[src/mck_pkg.sv]
package mck_pkg;

    // Classification of one input character
    typedef enum logic [1:0] {
        K_NONE,
        K_SPACE,
        K_CODE
    } t_kind;

    // Decoded character: symbol count and dash pattern, first symbol at bit 4
    typedef struct packed {
        t_kind      kind;
        logic [2:0] len;
        logic [4:0] pat;
    } t_desc;

    // One lamp segment as the back end produces it
    typedef struct packed {
        logic        lamp_on;
        logic [13:0] duration_ticks;
        logic        last_of_char;
    } t_seg;

    localparam logic [7:0] C_CHAR_A     = 8'h41;
    localparam logic [7:0] C_CHAR_Z     = 8'h5A;
    localparam logic [7:0] C_CHAR_0     = 8'h30;
    localparam logic [7:0] C_CHAR_9     = 8'h39;
    localparam logic [7:0] C_CHAR_SPACE = 8'h20;

    localparam logic [11:0] C_DOT_TICKS_RST = 12'd100;

    // Unit counts of the segment kinds
    localparam logic [2:0] C_UNITS_DOT   = 3'd1;
    localparam logic [2:0] C_UNITS_DASH  = 3'd3;
    localparam logic [2:0] C_UNITS_GAP   = 3'd1;
    localparam logic [2:0] C_UNITS_CHAR  = 3'd2;
    localparam logic [2:0] C_UNITS_SPACE = 3'd4;

    // Letter table: {len, pattern}, dash = 1, read from bit 4 downward
    localparam logic [7:0] C_ALPHA [26] = '{
        {3'd2, 5'b01000}, {3'd4, 5'b10000}, {3'd4, 5'b10100}, {3'd3, 5'b10000},
        {3'd1, 5'b00000}, {3'd4, 5'b00100}, {3'd3, 5'b11000}, {3'd4, 5'b00000},
        {3'd2, 5'b00000}, {3'd4, 5'b01110}, {3'd3, 5'b10100}, {3'd4, 5'b01000},
        {3'd2, 5'b11000}, {3'd2, 5'b10000}, {3'd3, 5'b11100}, {3'd4, 5'b01100},
        {3'd4, 5'b11010}, {3'd3, 5'b01000}, {3'd3, 5'b00000}, {3'd1, 5'b10000},
        {3'd3, 5'b00100}, {3'd4, 5'b00010}, {3'd3, 5'b01100}, {3'd4, 5'b10010},
        {3'd4, 5'b10110}, {3'd4, 5'b11000}
    };

    // Digit table: always five symbols
    localparam logic [4:0] C_DIGIT [10] = '{
        5'b11111, 5'b01111, 5'b00111, 5'b00011, 5'b00001,
        5'b00000, 5'b10000, 5'b11000, 5'b11100, 5'b11110
    };

    // Look up one character
    function automatic t_desc char_desc(input logic [7:0] code);
        t_desc      d;
        logic [7:0] off;
        logic [7:0] ent;
        d   = '{kind: K_NONE, len: 3'd0, pat: 5'b00000};
        off = 8'd0;
        ent = 8'd0;
        if (code >= C_CHAR_A && code <= C_CHAR_Z) begin
            off    = code - C_CHAR_A;
            ent    = C_ALPHA[off[4:0]];
            d.kind = K_CODE;
            d.len  = ent[7:5];
            d.pat  = ent[4:0];
        end else if (code >= C_CHAR_0 && code <= C_CHAR_9) begin
            off    = code - C_CHAR_0;
            d.kind = K_CODE;
            d.len  = 3'd5;
            d.pat  = C_DIGIT[off[3:0]];
        end else if (code == C_CHAR_SPACE) begin
            d.kind = K_SPACE;
        end
        return d;
    endfunction

endpackage

[src/morse_character_keyer_unit.sv]
// Path: an accepted word passes the front register, descriptor queue, sequencer
// registers and output register. Throughput: one segment per cycle while i_stall
// is low; n-symbol letters and digits give 2n+1 segments, a space 1, others none.
// The front stage and the descriptor queue take new words while segments drain.
// Reset: synchronous active low; empties the pipeline and sets dot_ticks to 100.
module morse_character_keyer_unit #(
    parameter int QDEPTH = 4
) (
    input  logic        i_clk,
    input  logic        i_rst_n,
    input  logic        i_valid,
    output logic        o_stall,
    input  logic [7:0]  i_char_code,
    output logic        o_valid,
    input  logic        i_stall,
    output logic        o_lamp_on,
    output logic [13:0] o_duration_ticks,
    output logic        o_last_of_char,
    input  logic        i_cfg_valid,
    output logic        o_cfg_ready,
    input  logic [11:0] i_cfg_data
);
    import mck_pkg::*;

    logic [11:0] r_dot_ticks;
    logic        push;
    logic        q_ready;
    logic        q_valid;
    logic        pop;
    t_desc       f_desc;
    t_desc       q_desc;

    // configuration register
    assign o_cfg_ready = 1'b1;
    always_ff @(posedge i_clk) begin
        if (!i_rst_n) begin
            r_dot_ticks <= C_DOT_TICKS_RST;
        end else if (i_cfg_valid && o_cfg_ready) begin
            r_dot_ticks <= i_cfg_data;
        end
    end

    mck_front u_front (
        .i_clk       (i_clk),
        .i_rst_n     (i_rst_n),
        .i_valid     (i_valid),
        .o_stall     (o_stall),
        .i_char_code (i_char_code),
        .o_push      (push),
        .o_desc      (f_desc),
        .i_q_ready   (q_ready)
    );

    mck_queue #(.DEPTH(QDEPTH)) u_queue (
        .i_clk   (i_clk),
        .i_rst_n (i_rst_n),
        .i_push  (push),
        .i_desc  (f_desc),
        .o_ready (q_ready),
        .o_valid (q_valid),
        .o_desc  (q_desc),
        .i_pop   (pop)
    );

    mck_back u_back (
        .i_clk            (i_clk),
        .i_rst_n          (i_rst_n),
        .i_dot_ticks      (r_dot_ticks),
        .i_q_valid        (q_valid),
        .i_q_desc         (q_desc),
        .o_pop            (pop),
        .o_valid          (o_valid),
        .i_stall          (i_stall),
        .o_lamp_on        (o_lamp_on),
        .o_duration_ticks (o_duration_ticks),
        .o_last_of_char   (o_last_of_char)
    );

endmodule

[src/mck_front.sv]
module mck_front (
    input  logic          i_clk,
    input  logic          i_rst_n,
    input  logic          i_valid,
    output logic          o_stall,
    input  logic [7:0]    i_char_code,
    output logic          o_push,
    output mck_pkg::t_desc o_desc,
    input  logic          i_q_ready
);
    import mck_pkg::*;

    logic  r_vld;
    t_desc r_desc;
    t_desc n_desc;
    logic  acc;

    // hold the word while the queue is full
    assign o_stall = r_vld && !i_q_ready;
    assign acc     = i_valid && !o_stall;
    assign n_desc  = char_desc(i_char_code);
    assign o_push  = r_vld;
    assign o_desc  = r_desc;

    // classify and register; drop characters that send nothing
    always_ff @(posedge i_clk) begin
        if (!i_rst_n) begin
            r_vld <= 1'b0;
        end else if (acc) begin
            r_vld <= (n_desc.kind != K_NONE);
        end else if (i_q_ready) begin
            r_vld <= 1'b0;
        end
        if (acc) begin
            r_desc <= n_desc;
        end
    end

endmodule

[src/mck_queue.sv]
module mck_queue #(
    parameter int DEPTH = 4
) (
    input  logic           i_clk,
    input  logic           i_rst_n,
    input  logic           i_push,
    input  mck_pkg::t_desc i_desc,
    output logic           o_ready,
    output logic           o_valid,
    output mck_pkg::t_desc o_desc,
    input  logic           i_pop
);
    import mck_pkg::*;

    localparam int AW = (DEPTH > 1) ? $clog2(DEPTH) : 1;
    localparam int CW = $clog2(DEPTH + 1);

    t_desc         r_mem [DEPTH];
    logic [AW-1:0] r_wr;
    logic [AW-1:0] r_rd;
    logic [CW-1:0] r_cnt;
    logic          do_push;
    logic          do_pop;

    assign o_ready = (r_cnt != CW'(DEPTH));
    assign o_valid = (r_cnt != '0);
    assign o_desc  = r_mem[r_rd];
    assign do_push = i_push && o_ready;
    assign do_pop  = i_pop && o_valid;

    // advance pointers and count
    always_ff @(posedge i_clk) begin
        if (!i_rst_n) begin
            r_wr  <= '0;
            r_rd  <= '0;
            r_cnt <= '0;
        end else begin
            if (do_push) begin
                r_wr <= (r_wr == AW'(DEPTH - 1)) ? '0 : r_wr + 1'b1;
            end
            if (do_pop) begin
                r_rd <= (r_rd == AW'(DEPTH - 1)) ? '0 : r_rd + 1'b1;
            end
            if (do_push && !do_pop) begin
                r_cnt <= r_cnt + 1'b1;
            end else if (do_pop && !do_push) begin
                r_cnt <= r_cnt - 1'b1;
            end
        end
        if (do_push) begin
            r_mem[r_wr] <= i_desc;
        end
    end

endmodule

[src/mck_back.sv]
module mck_back (
    input  logic           i_clk,
    input  logic           i_rst_n,
    input  logic [11:0]    i_dot_ticks,
    input  logic           i_q_valid,
    input  mck_pkg::t_desc i_q_desc,
    output logic           o_pop,
    output logic           o_valid,
    input  logic           i_stall,
    output logic           o_lamp_on,
    output logic [13:0]    o_duration_ticks,
    output logic           o_last_of_char
);
    import mck_pkg::*;

    logic       r_busy;
    logic       r_space;
    logic       r_phase_on;
    logic [2:0] r_left;
    logic [4:0] r_pat;
    logic       r_ovld;
    t_seg       r_seg;

    t_seg       seg;
    logic [2:0] units;
    logic       out_free;
    logic       produce;

    // pick the next segment from the sequencer state
    always_comb begin
        seg.lamp_on      = 1'b0;
        seg.last_of_char = 1'b0;
        units            = C_UNITS_GAP;
        if (r_space) begin
            units            = C_UNITS_SPACE;
            seg.last_of_char = 1'b1;
        end else if (r_left != 3'd0) begin
            if (r_phase_on) begin
                seg.lamp_on = 1'b1;
                units       = r_pat[4] ? C_UNITS_DASH : C_UNITS_DOT;
            end
        end else begin
            units            = C_UNITS_CHAR;
            seg.last_of_char = 1'b1;
        end
    end

    // scale units by the dot length with shifts and one add
    always_comb begin
        case (units)
            3'd2:    seg.duration_ticks = {1'b0, i_dot_ticks, 1'b0};
            3'd3:    seg.duration_ticks = {1'b0, i_dot_ticks, 1'b0} + {2'b00, i_dot_ticks};
            3'd4:    seg.duration_ticks = {i_dot_ticks, 2'b00};
            default: seg.duration_ticks = {2'b00, i_dot_ticks};
        endcase
    end

    assign out_free = !r_ovld || !i_stall;
    assign produce  = r_busy && out_free;
    assign o_pop    = i_q_valid && (!r_busy || (produce && seg.last_of_char));

    // step the sequencer; load the next character as the last segment leaves
    always_ff @(posedge i_clk) begin
        if (!i_rst_n) begin
            r_busy <= 1'b0;
        end else if (o_pop) begin
            r_busy <= 1'b1;
        end else if (produce && seg.last_of_char) begin
            r_busy <= 1'b0;
        end
        if (o_pop) begin
            r_space    <= (i_q_desc.kind == K_SPACE);
            r_left     <= i_q_desc.len;
            r_pat      <= i_q_desc.pat;
            r_phase_on <= 1'b1;
        end else if (produce) begin
            if (r_phase_on) begin
                r_phase_on <= 1'b0;
            end else begin
                r_phase_on <= 1'b1;
                r_left     <= r_left - 1'b1;
                r_pat      <= {r_pat[3:0], 1'b0};
            end
        end
    end

    // output register
    always_ff @(posedge i_clk) begin
        if (!i_rst_n) begin
            r_ovld <= 1'b0;
        end else if (out_free) begin
            r_ovld <= produce;
        end
        if (out_free) begin
            r_seg <= seg;
        end
    end

    assign o_valid          = r_ovld;
    assign o_lamp_on        = r_seg.lamp_on;
    assign o_duration_ticks = r_seg.duration_ticks;
    assign o_last_of_char   = r_seg.last_of_char;

endmodule

[config.mk]
export PLATFORM = sky130hd
export DESIGN_NAME = morse_character_keyer_unit
export DESIGN_NICKNAME = d
export VERILOG_FILES = /design/src/mck_pkg.sv /design/src/morse_character_keyer_unit.sv /design/src/mck_front.sv /design/src/mck_queue.sv /design/src/mck_back.sv
export SDC_FILE = /design/constraint.sdc
export NUM_CORES = 1
export LEC_CHECK = 0
export ABC_CLOCK_PERIOD_IN_PS = 4660
export CORE_ASPECT_RATIO = 1.75
export CORE_MARGIN = 2
export CORE_UTILIZATION = 50
export CTS_CLUSTER_SIZE = 28
export DETAILED_ROUTE_END_ITERATION = 8
export DONT_BUFFER_PORTS = 1
export GPL_TIMING_DRIVEN = 0
export PLACE_DENSITY = 0.7
export SETUP_SLACK_MARGIN = 0.4
export SLEW_MARGIN = 10
export SYNTH_ARGS = -nofsm -noshare
export SYNTH_HDL_FRONTEND = slang
export SYNTH_SLANG_ARGS = --single-unit
[constraint.sdc]
create_clock -name i_clk -period 4.66 [get_ports i_clk]
set_input_delay 1.398 -clock i_clk [delete_from_list [all_inputs] [get_ports i_clk]]
set_output_delay 1.398 -clock i_clk [all_outputs]
set_load 0.02 [all_outputs]
==> flow_metrics.py, run 1 <==
metrics = {
    "pwr": {
        "combinationalPowerShare_pct": 30.4,
        "switching_share_pct": 36.2,
        "pwr-share-seq_pct": 45.5,
        "internal_power_mw": 1.91,
        "ir_drop_mv": 0.319,
        "power_switching_mw": 1.09,
        "leakage_nw": 2.18,
        "pwr-share-clk_pct": 24.0,
        "power_density_nw_per_um2": 515,
        "total_power_mw": 3.00,
    },
    "critical_path": {
        "worst-path-buf-inv": 5,
        "slowest_stage": "buf_1",
        "crit_path_max_fanout": 10,
        "critPathMaxStageDelay_ns": 0.45,
        "end_kind": "flop",
        "cpLargestDelayFamily": "buffers and inverters",
        "reg2reg_from": "u_back.r_left[0]",
        "worstPathCellList": "buf_4 > inv_1 > ha_1 > inv_1 > ha_1 > buf_2 > buf_1 > mux2i_1 > o21ai_0 > a211oi_1 > nor2_2",
        "worstPathArrival_ns": 3.84,
        "start_kind": "primary input",
        "cp.required_ns": 4.76,
        "worstSetupPathType": "primary input to flop",
        "worstSetupStartpoint": "i_char_code[0]",
    },
    "route": {
        "drtIter0Drc": 186,
        "drt-vias-per-instance": 5.83,
        "drc": 0,
        "drt-total-wl_mm": 11.6,
        "dr.pass1.iters": 5,
        "vias": 3731,
        "antenna_left": 0,
        "wl_per_cell_um": 18.2,
    },
    "die": {
        "ios": 44,
        "rows": 50,
        "start_util_pct": 50.8,
        "die_w_um": 82.4,
        "dieArea_um2": 11600,
        "die_y_um": 141,
        "core_um2": 10600,
    },
    "placement": {
        "place.gp.congestion": 0.918,
        "post-place-ws_ns": 0.577,
        "dp_hpwl_mm": 8.93,
        "placement.io_buffers": 0,
    },
    "logic_synthesis": {
        "synthMuxAreaShare_pct": 6.73,
        "synth_compound_area_share_pct": 14.0,
        "syn-num-nets": 549,
        "synth_edf_count": 75,
        "synth_area_per_cell_um2": 10.9,
        "synth_top_family_by_area": "compound AO/OA/AOI/OAI gates",
        "synthCells": 494,
        "synth-seq-cells": 100,
        "synthAdderAreaFrac_pct": 7.27,
        "ys_warn_count": 0,
        "syn_area_um2": 5370,
        "synthSimpleGateAreaFrac_pct": 13.8,
        "synthFlopType": "edfxtp_1",
        "synth_xor_area_share_pct": 2.42,
        "synth.yosys.seq_area_share_pct": 51.2,
        "ys_types": 63,
        "async_flop_share_pct": 0,
    },
    "finish": {
        "drive_above_1_share_pct": 10.8,
        "area_delta_synth_final_pct": 8.43,
        "antenna_cells": 0,
        "nNetsFinal": 560,
    },
    "clock_tree": {
        "cts.clk_slew.worst_paths_ns": 0.07,
        "cts.root.buffer_cell": "clkbuf_16",
        "tritoncts": "built",
        "cts_htree_levels": 3,
        "cts-resized-gates": 0,
        "clk_latency_ns": 0.35,
        "cts.sinks": 100,
        "cts_buffers": 9,
        "hold_buffers": 0,
        "clockBufferDepth": 2,
        "post-cts-setup-buffers": 0,
    },
    "global_routing": {
        "grt_usage_pct": 21.5,
        "use_met2_pct": 41.9,
        "use_met3_pct": 3.71,
        "grt_pass1_vias": 3839,
        "antenna_found_initial": 0,
        "grt_start_max_net_pins": 20,
        "grt_util_met1_pct": 18.9,
        "busiest_layer": "met2",
        "grt-ovfl-total": 0,
        "grt_pass1_wl_mm": 18.5,
    },
    "timing": {
        "rsz0062_at_grt": "no",
        "maxSlewViolCount": 0,
        "timing.final.ws_setup_ns": 0.921,
        "slew_headroom_pct": 28.0,
        "clock.fmax_ghz": 0.267,
        "fin_setup_tns_ns": 0,
        "fin_skew_ns": 0.00698,
        "finalHoldViolations": 0,
        "worstMarginPinSlew_ns": 1.07,
        "finalCriticalPeriod_ns": 3.74,
        "min_period_over_period_pct": 80.2,
        "setup_violations": 0,
    },
    "job": {
        "maxCapViolCount": 0,
    },
    "outcome": {
        "status": "completed",
    },
    "worst_hold_path": {
        "hp-start": "u_queue.r_rd[1]",
        "hold_class": "flop to flop",
    },
}
cell families (layout without fill, tap and decap cells):
logic type | count (synthesis) | in the layout
other | 1 | 1
and+or+nand+nor | 150 | 150
buffers and inverters | 53 | 69
DFF | 100 | 100
AOI/OAI and AO/OA | 120 | 120
xor gates and xnor gates | 14 | 14
muxes | 26 | 26
adders and majority gates | 30 | 30
metrics by stage:
stage,instance area (um^2),utilization [%],hold slack (ns),cells
detailed placement,5540,52.4,0.480,624
CTS,5830,55.1,0.492,640
finish,5830,55.1,0.499,640
global route,5830,55.1,0.509,640
floorplan,5370,-,0.451,494
global placement,5540,52.4,0.466,624
power by group through the flow:
stage / sequential (mW) / combinational, mW / clock [mW]
2_1_floorplan: 1.36 / 0.690 / 0
3_3_place_gp: 1.38 / 0.884 / 0
3_5_place_dp: 1.39 / 0.906 / 0
4_1_cts: 1.37 / 0.915 / 0.727
5_1_grt: 1.40 / 1.02 / 0.766
6_report: 1.37 / 0.913 / 0.721
state kept, by name (all words and copies together) (netlist names), 3 cells and up, named ones only:
register and flops:
u_queue.r_mem 40, u_back.o_duration_ticks 14, r_dot_ticks 12, u_front.o_desc 10, u_back.r_pat 5, u_back.r_left 3, u_queue.r_cnt 3
final cells by class:
type	count	area, um^2
multi-input combinational	341	2380
buffer	27	143
sequential	100	2750
clock inverter	7	65.1
fill	907	4750
tap	130	163
inverter	26	97.6
clock buffer	9	225
synthesized netlist by cell type, drive strengths merged (5+ instances only):
| library cell | instances | area, um^2 |
|---|---|---|
| edfxtp | 75 | 2250 |
| nand2 | 51 | 191 |
| a21oi | 44 | 220 |
| nor2 | 39 | 159 |
| ha | 28 | 350 |
| o21ai | 27 | 135 |
| inv | 26 | 97.6 |
| dfxtp | 25 | 500 |
| buf | 20 | 116 |
| nor2b | 18 | 113 |
| mux2i | 17 | 170 |
| and2 | 13 | 81.3 |
| a211oi | 10 | 75.1 |
| nor3 | 10 | 66.3 |
| xnor2 | 9 | 86.3 |
| mux4 | 8 | 180 |
| clkbuf | 7 | 26.3 |
| o211ai | 6 | 50.1 |
| nand3 | 5 | 25.0 |
| xor2 | 5 | 43.8 |
cell usage in the layout (no fill, tap or decap), drive strengths merged, types with 2 or more instances in the layout:
master,instances
dfxtp,25
mux4,8
o21ai,27
a2bb2oi,2
nand2,51
o221ai,4
fa,2
a31oi,3
edfxtp,75
o32ai,3
clkinv,2
nor2,39
o211ai,6
nand3,5
and2,13
nor3b,2
clkbuf,16
xnor2,9
nand2b,4
nor3,10
a2111oi,2
inv,30
a21boi,4
ha,28
a211oi,10
mux2i,17
buf,20
o21a,2
nand4,2
a21oi,44
xor2,5
a21o,4
nor2b,18
worst register-to-register path, stage by stage (launching register included):
cell	delay (ns)
edfxtp_1	0.35
inv_1	0.05
ha_1	0.19
ha_1	0.17
buf_2	0.19
nor2_1	0.18
inv_2	0.08
nand2_1	0.08
a21o_1	0.12
buf_2	0.18
buf_2	0.27
ha_1	0.22
inv_1	0.06
fa_1	0.37
xor2_1	0.18
or3_1	0.30
a21boi_0	0.15
path summary, 6_finish.rpt:
check | endpoint | slack [ns] | cells after the start
max | u_front.o_desc[5] | 0.92 | 11
min | u_queue.r_rd[1] | 0.50 | 2
max reg2reg | u_queue.r_cnt[2] | 1.46 | 16
min reg2reg | u_queue.r_rd[1] | 0.50 | 2
metal layers:
metal / share of wire, % / vias to the layer above
met1: 32 / 1755
met3: 3.4 / 45
met4: 5.5 / 0
met2: 59 / 119
li1: - / 1812
met5: 0 / -
Power figures use the tool's default switching activity.
==> run 2: changes to the inputs <==
--- a/config.mk
+++ b/config.mk
@@ -5,7 +5,7 @@
 export SDC_FILE = /design/constraint.sdc
 export NUM_CORES = 1
 export LEC_CHECK = 0
-export ABC_CLOCK_PERIOD_IN_PS = 4660
+export ABC_CLOCK_PERIOD_IN_PS = 3100
 export CORE_ASPECT_RATIO = 1.75
 export CORE_MARGIN = 2
 export CORE_UTILIZATION = 50
@@ -13,7 +13,7 @@
 export DETAILED_ROUTE_END_ITERATION = 8
 export DONT_BUFFER_PORTS = 1
 export GPL_TIMING_DRIVEN = 0
-export PLACE_DENSITY = 0.7
+export PLACE_DENSITY = 0.73
 export SETUP_SLACK_MARGIN = 0.4
 export SLEW_MARGIN = 10
 export SYNTH_ARGS = -nofsm -noshare
==> constraint.sdc (replaced) <==
create_clock -name i_clk -period 3.1 [get_ports i_clk]
set_input_delay 0.93 -clock i_clk [delete_from_list [all_inputs] [get_ports i_clk]]
set_output_delay 0.93 -clock i_clk [all_outputs]
set_load 0.02 [all_outputs]
==> run 2 against run 1 <==
Largest power group unchanged; largest cell class unchanged; global-route usage up 0.26 points; flip-flop and latch count unchanged; routed wire length down 0.27%.
==> flow_metrics.py, run 2 (synthesis results as in run 1) <==
metrics = {
    "critical_path": {
        "end_kind": "flop",
        "rr_worst_depth": 16,
        "r2r_slack_ns": 0.42,
        "rr_endpoint": "u_queue.r_cnt[2]",
        "crit_end": "u_queue.r_cnt[2]",
        "worstSetupStartpoint": "u_back.r_left[0]",
        "cp.required_ns": 3.37,
        "start_kind": "flop",
        "crit_path_max_fanout": 4,
        "worstPathArrival_ns": 2.96,
        "worstSetupPathType": "flop to flop",
        "reg2reg_from": "u_back.r_left[0]",
    },
    "pwr": {
        "power_density_nw_per_um2": 777,
        "leakage_nw": 2.23,
        "ir_drop_mv": 0.596,
    },
    "global_routing": {
        "grt_pass1_wl_mm": 18.9,
        "grt_util_met1_pct": 19.2,
        "grt_start_max_net_pins": 19,
        "antenna_found_initial": 0,
        "busiest_layer": "met2",
        "grt_pass1_vias": 3999,
        "use_met3_pct": 3.84,
        "grt_usage_pct": 21.8,
        "grt-ovfl-total": 0,
        "use_met2_pct": 41.6,
    },
    "timing": {
        "rsz0062_at_grt": "yes",
        "clock.fmax_ghz": 0.373,
        "fin_hold_ws_ns": 0.493,
        "slew_headroom_pct": 21.3,
        "fin_skew_ns": 0.00796,
        "finalHoldViolations": 0,
        "worstMarginPinSlew_ns": 1.17,
        "finalCriticalPeriod_ns": 2.68,
        "min_period_over_period_pct": 86.6,
        "timing.final.ws_setup_ns": 0.416,
        "maxSlewViolCount": 0,
        "setup_violations": 0,
    },
    "clock_tree": {
        "cts_htree_levels": 3,
        "tritoncts": "built",
        "cts.sinks": 100,
        "clockBufferDepth": 2,
        "cts.root.buffer_cell": "clkbuf_16",
        "clk_latency_ns": 0.35,
        "cts_buffers": 9,
        "cts.clk_slew.worst_paths_ns": 0.07,
    },
    "route": {
        "drt-total-wl_mm": 11.6,
        "wl_per_cell_um": 17.9,
        "drtIter0Drc": 176,
        "drt-vias-per-instance": 5.88,
        "drc": 0,
        "antenna_left": 0,
        "vias": 3805,
        "dr.pass1.iters": 4,
    },
    "die": {
        "ios": 44,
        "die_w_um": 82.4,
        "dieArea_um2": 11600,
        "die_y_um": 141,
        "core_um2": 10600,
        "rows": 50,
        "start_util_pct": 50.8,
    },
    "placement": {
        "dpl.cell_count": 624,
        "dp_hpwl_mm": 8.81,
        "place.gp.congestion": 0.939,
        "post-place-ws_ns": -0.108,
        "placement.io_buffers": 0,
    },
    "finish": {
        "largest_reg_flops": 40,
        "largest_register": "u_queue.r_mem",
        "drive_above_1_share_pct": 15.5,
        "multi_input_area_um2": 2460,
        "area_delta_synth_final_pct": 11.8,
        "layout_common_cells": "edfxtp_1 (75), nand2_1 (50), a21oi_1 (44)",
        "mostFrequentLayoutCell": "edfxtp_1",
        "regArea_um2": 2750,
        "antenna_cells": 0,
        "instances_no_fill": 647,
        "fillers": 906,
        "nNetsFinal": 567,
    },
    "outcome": {
        "status": "completed",
    },
    "worst_hold_path": {
        "hold_class": "flop to flop",
    },
    "job": {
        "maxCapViolCount": 0,
    },
}
==> run 2: cell types whose count changed in the layout (fill, tap and decap cells not counted), moves of 2 or more <==
| cell | delta |
|---|---|
| buf_6 | +3 |
| buf_4 | +7 |
| ha_4 | +3 |
| ha_1 | -5 |
| buf_2 | -4 |
| ha_2 | +2 |
| inv_1 | -5 |
| inv_2 | +2 |
| clkinvlp_4 | +2 |
==> run 2: layout make-up <==
type                       instances  share of cell area, %
clock inverter                     7                  0.958
timing repair buffer               7                  0.875
sequential                       100                   45.8
inverter                          26                   1.79
tap                              130                   2.71
buffer                            27                   3.12
clock buffer                       9                   3.75
multi-input combinational        341                   41.0
==> run 2: layer usage <==
metal | vias up | share of wire [%]
met5 | - | 0
met4 | 0 | 6.1
met3 | 47 | 3.5
met2 | 125 | 58
met1 | 1813 | 32
li1 | 1820 | -
==> run 2: worst min-delay path by stage <==
stage | end | start | cells past startpoint | slack [ns]
2_1_floorplan | flop | u_queue.r_rd[1] | 2 | 0.45
3_3_place_gp | u_queue.r_rd[1] | u_queue.r_rd[1] | 2 | 0.46
3_5_place_dp | flop | u_queue.r_rd[1] | 2 | 0.48
4_1_cts | flop | u_queue.r_rd[1] | 2 | 0.49
5_1_grt | u_queue.r_mem[1][3] | u_front.o_desc[3] | 0 | 0.52
6_report | flop | u_queue.r_rd[1] | 2 | 0.49
==> run 2: through the flow <==
| step | util (%) | TNS, ns | area, um^2 | total power, mW |
|---|---|---|---|---|
| finish | 56.8 | 0 | 6010 | 4.67 |
| global route | 56.8 | 0 | 6010 | 4.96 |
| CTS | 56.4 | 0 | 5960 | 4.64 |
| detailed placement | 53.2 | -0.108 | 5630 | 3.50 |
| global placement | 53.2 | -0.0157 | 5630 | 3.44 |
| floorplan | - | 0 | 5460 | 3.15 |
==> run 2: critical path: stages (launching register included) <==
cell	delay, ns
edfxtp_1	0.35
inv_1	0.05
ha_2	0.17
ha_2	0.16
buf_6	0.12
nor2_4	0.09
inv_2	0.06
nand2_2	0.07
a21o_1	0.12
buf_6	0.10
buf_8	0.11
ha_4	0.15
inv_2	0.04
fa_2	0.35
xor2_2	0.16
or3_1	0.35
a21boi_1	0.14
==> run 2: report_power, final <==
group / switching [mW] / internal (mW)
combinational: 0.893 / 0.667
sequential: 0.255 / 1.80
clock: 0.498 / 0.555
total: 1.65 / 3.02
==> run 2: what timing repair did <==
action,4_1_cts,5_1_grt
gates resized for setup,5,7
setup endpoints to repair,1,3
setup buffers,5,2
hold buffers,0,0
pin swaps,0,5
==> run 3: changes to the inputs <==
--- a/config.mk
+++ b/config.mk
@@ -8,12 +8,12 @@
 export ABC_CLOCK_PERIOD_IN_PS = 3100
 export CORE_ASPECT_RATIO = 1.75
 export CORE_MARGIN = 2
-export CORE_UTILIZATION = 50
+export CORE_UTILIZATION = 30
 export CTS_CLUSTER_SIZE = 28
 export DETAILED_ROUTE_END_ITERATION = 8
 export DONT_BUFFER_PORTS = 1
 export GPL_TIMING_DRIVEN = 0
-export PLACE_DENSITY = 0.73
+export PLACE_DENSITY = 0.5
 export SETUP_SLACK_MARGIN = 0.4
 export SLEW_MARGIN = 10
 export SYNTH_ARGS = -nofsm -noshare
==> run 3 against run 2 <==
Non-clock buffer count rose by 2; sequential share of layout area is 1.1 points lower; routed wire length grew 7.8%; global-route usage shrank 8.2 points; clock power hardly changed; flip-flop and latch count unchanged; first-iteration DRC count fell by 15%; core utilization shrank 22 points; register-to-register slack better by 0.08 ns; design area increased by 2.5%; power rose by 0.45%; fmax increased by 3.3%; critical path type unchanged.
==> flow_metrics.py, run 3 (synthesis results as in run 1) <==
metrics = {
    "die": {
        "start_util_pct": 30.6,
        "dieArea_um2": 19000,
        "die_y_um": 181,
        "rows": 64,
        "core_um2": 17500,
        "die_w_um": 105,
        "ios": 44,
    },
    "route": {
        "drt-vias-per-instance": 4.95,
        "vias": 3716,
        "wl_per_cell_um": 16.7,
        "drtIter0Drc": 149,
        "dr.pass1.iters": 4,
        "drt-total-wl_mm": 12.5,
        "drc": 0,
        "antenna_left": 0,
    },
    "timing": {
        "finalCriticalPeriod_ns": 2.60,
        "fin_skew_ns": 0.00660,
        "clock.fmax_ghz": 0.385,
        "min_period_over_period_pct": 83.9,
        "worstMarginPinSlew_ns": 1.07,
        "finalHoldViolations": 0,
        "timing.final.ws_setup_ns": 0.500,
        "maxSlewViolCount": 0,
        "rsz0062_at_grt": "yes",
        "slew_headroom_pct": 27.8,
        "fin_setup_tns_ns": 0,
        "setup_violations": 0,
    },
    "outcome": {
        "status": "completed",
    },
    "finish": {
        "regArea_um2": 2750,
        "nNetsFinal": 569,
        "largest_register": "u_queue.r_mem",
        "mostFrequentLayoutCell": "edfxtp_1",
        "fillers": 1720,
        "area_delta_synth_final_pct": 14.6,
        "multi_input_area_um2": 2460,
        "largest_reg_flops": 40,
        "drive_above_1_share_pct": 15.6,
        "layout_common_cells": "edfxtp_1 (75), nand2_1 (50), a21oi_1 (44)",
        "antenna_cells": 0,
    },
    "global_routing": {
        "grt_usage_pct": 13.6,
        "grt_start_max_net_pins": 19,
        "antenna_found_initial": 0,
        "grt_pass1_wl_mm": 20.0,
        "grt_pass1_vias": 3794,
        "grt-ovfl-total": 0,
    },
    "pwr": {
        "power_density_nw_per_um2": 761,
        "leakage_nw": 2.23,
        "ir_drop_mv": 0.295,
        "total_power_mw": 4.69,
    },
    "clock_tree": {
        "cts_htree_levels": 3,
        "cts.sinks": 100,
        "cts_buffers": 9,
        "clk_latency_ns": 0.35,
        "cts.root.buffer_cell": "clkbuf_16",
        "clockBufferDepth": 2,
        "hold_buffers": 0,
        "tritoncts": "built",
        "cts.clk_slew.worst_paths_ns": 0.07,
    },
    "critical_path": {
        "crit_path_max_fanout": 7,
        "cp.required_ns": 3.38,
        "worstSetupPathType": "flop to flop",
        "end_kind": "flop",
        "worstPathArrival_ns": 2.88,
        "start_kind": "flop",
    },
    "worst_hold_path": {
        "hold_class": "flop to flop",
    },
    "placement": {
        "post-place-ws_ns": -0.234,
        "placement.io_buffers": 0,
        "dp_hpwl_mm": 9.68,
        "place.gp.congestion": 0.897,
    },
    "job": {
        "maxCapViolCount": 0,
    },
}
run 3: where the power goes:
group	total, mW	internal [mW]	switching (mW)
logic	1.55	0.652	0.896
clock network	1.08	0.561	0.517
registers	2.06	1.80	0.263
total	4.69	3.01	1.68
run 3: worst max-delay path, cell delays in order, from the launching register on:
cell and delay [ns]:
edfxtp_1 0.36, inv_1 0.05, ha_2 0.17, ha_2 0.17
buf_6 0.13, nor2_4 0.11, inv_4 0.06, nand2_2 0.07
a21o_1 0.12, buf_6 0.10, buf_8 0.09, ha_4 0.13
inv_2 0.04, fa_2 0.34, xor2_1 0.16, or3_1 0.31
a21boi_1 0.13
run 3: timing repair:
item	in CTS	in global routing
buffers inserted	3	6
resized for setup	9	5
setup endpoints to repair	3	5
pin swaps	0	3
run 3: path summary, 6_finish.rpt:
path | startpoint | to | slack (ns) | cells past startpoint
max | u_back.r_left[0] | u_queue.r_cnt[2] | 0.50 | 16
min reg2reg | u_queue.r_rd[1] | u_queue.r_rd[1] | 0.48 | 2
min | u_queue.r_rd[1] | u_queue.r_rd[1] | 0.48 | 2
max reg2reg | u_back.r_left[0] | u_queue.r_cnt[2] | 0.50 | 16
run 3: layout make-up:
cell class	count	share of cell area [%]
Inverter	26	1.79
Tap cell	231	4.70
Sequential cell	100	44.7
Timing Repair Buffer	9	1.10
Buffer	27	3.05
Multi-Input combinational cell	341	40.0
Clock buffer	10	3.72
Clock inverter	6	0.915
run 3: per-layer routing:
layer	global-route usage [%]	part of all wire, %
met1	12.5	34
met2	26.9	58
met3	2.06	2.8
met4	8.43	4.9
met5	0	0
run 3: per-stage QoR:
stage | instances | hold slack [ns] | util (%) | cell area, um^2
after detailed placement | 725 | 0.475 | 32.8 | 5750
after global routing | 750 | 0.509 | 35.1 | 6160
after floorplan | 494 | 0.451 | - | 5460
after global placement | 725 | 0.466 | 32.8 | 5750
after CTS | 744 | 0.482 | 34.7 | 6090
final | 750 | 0.479 | 35.1 | 6160
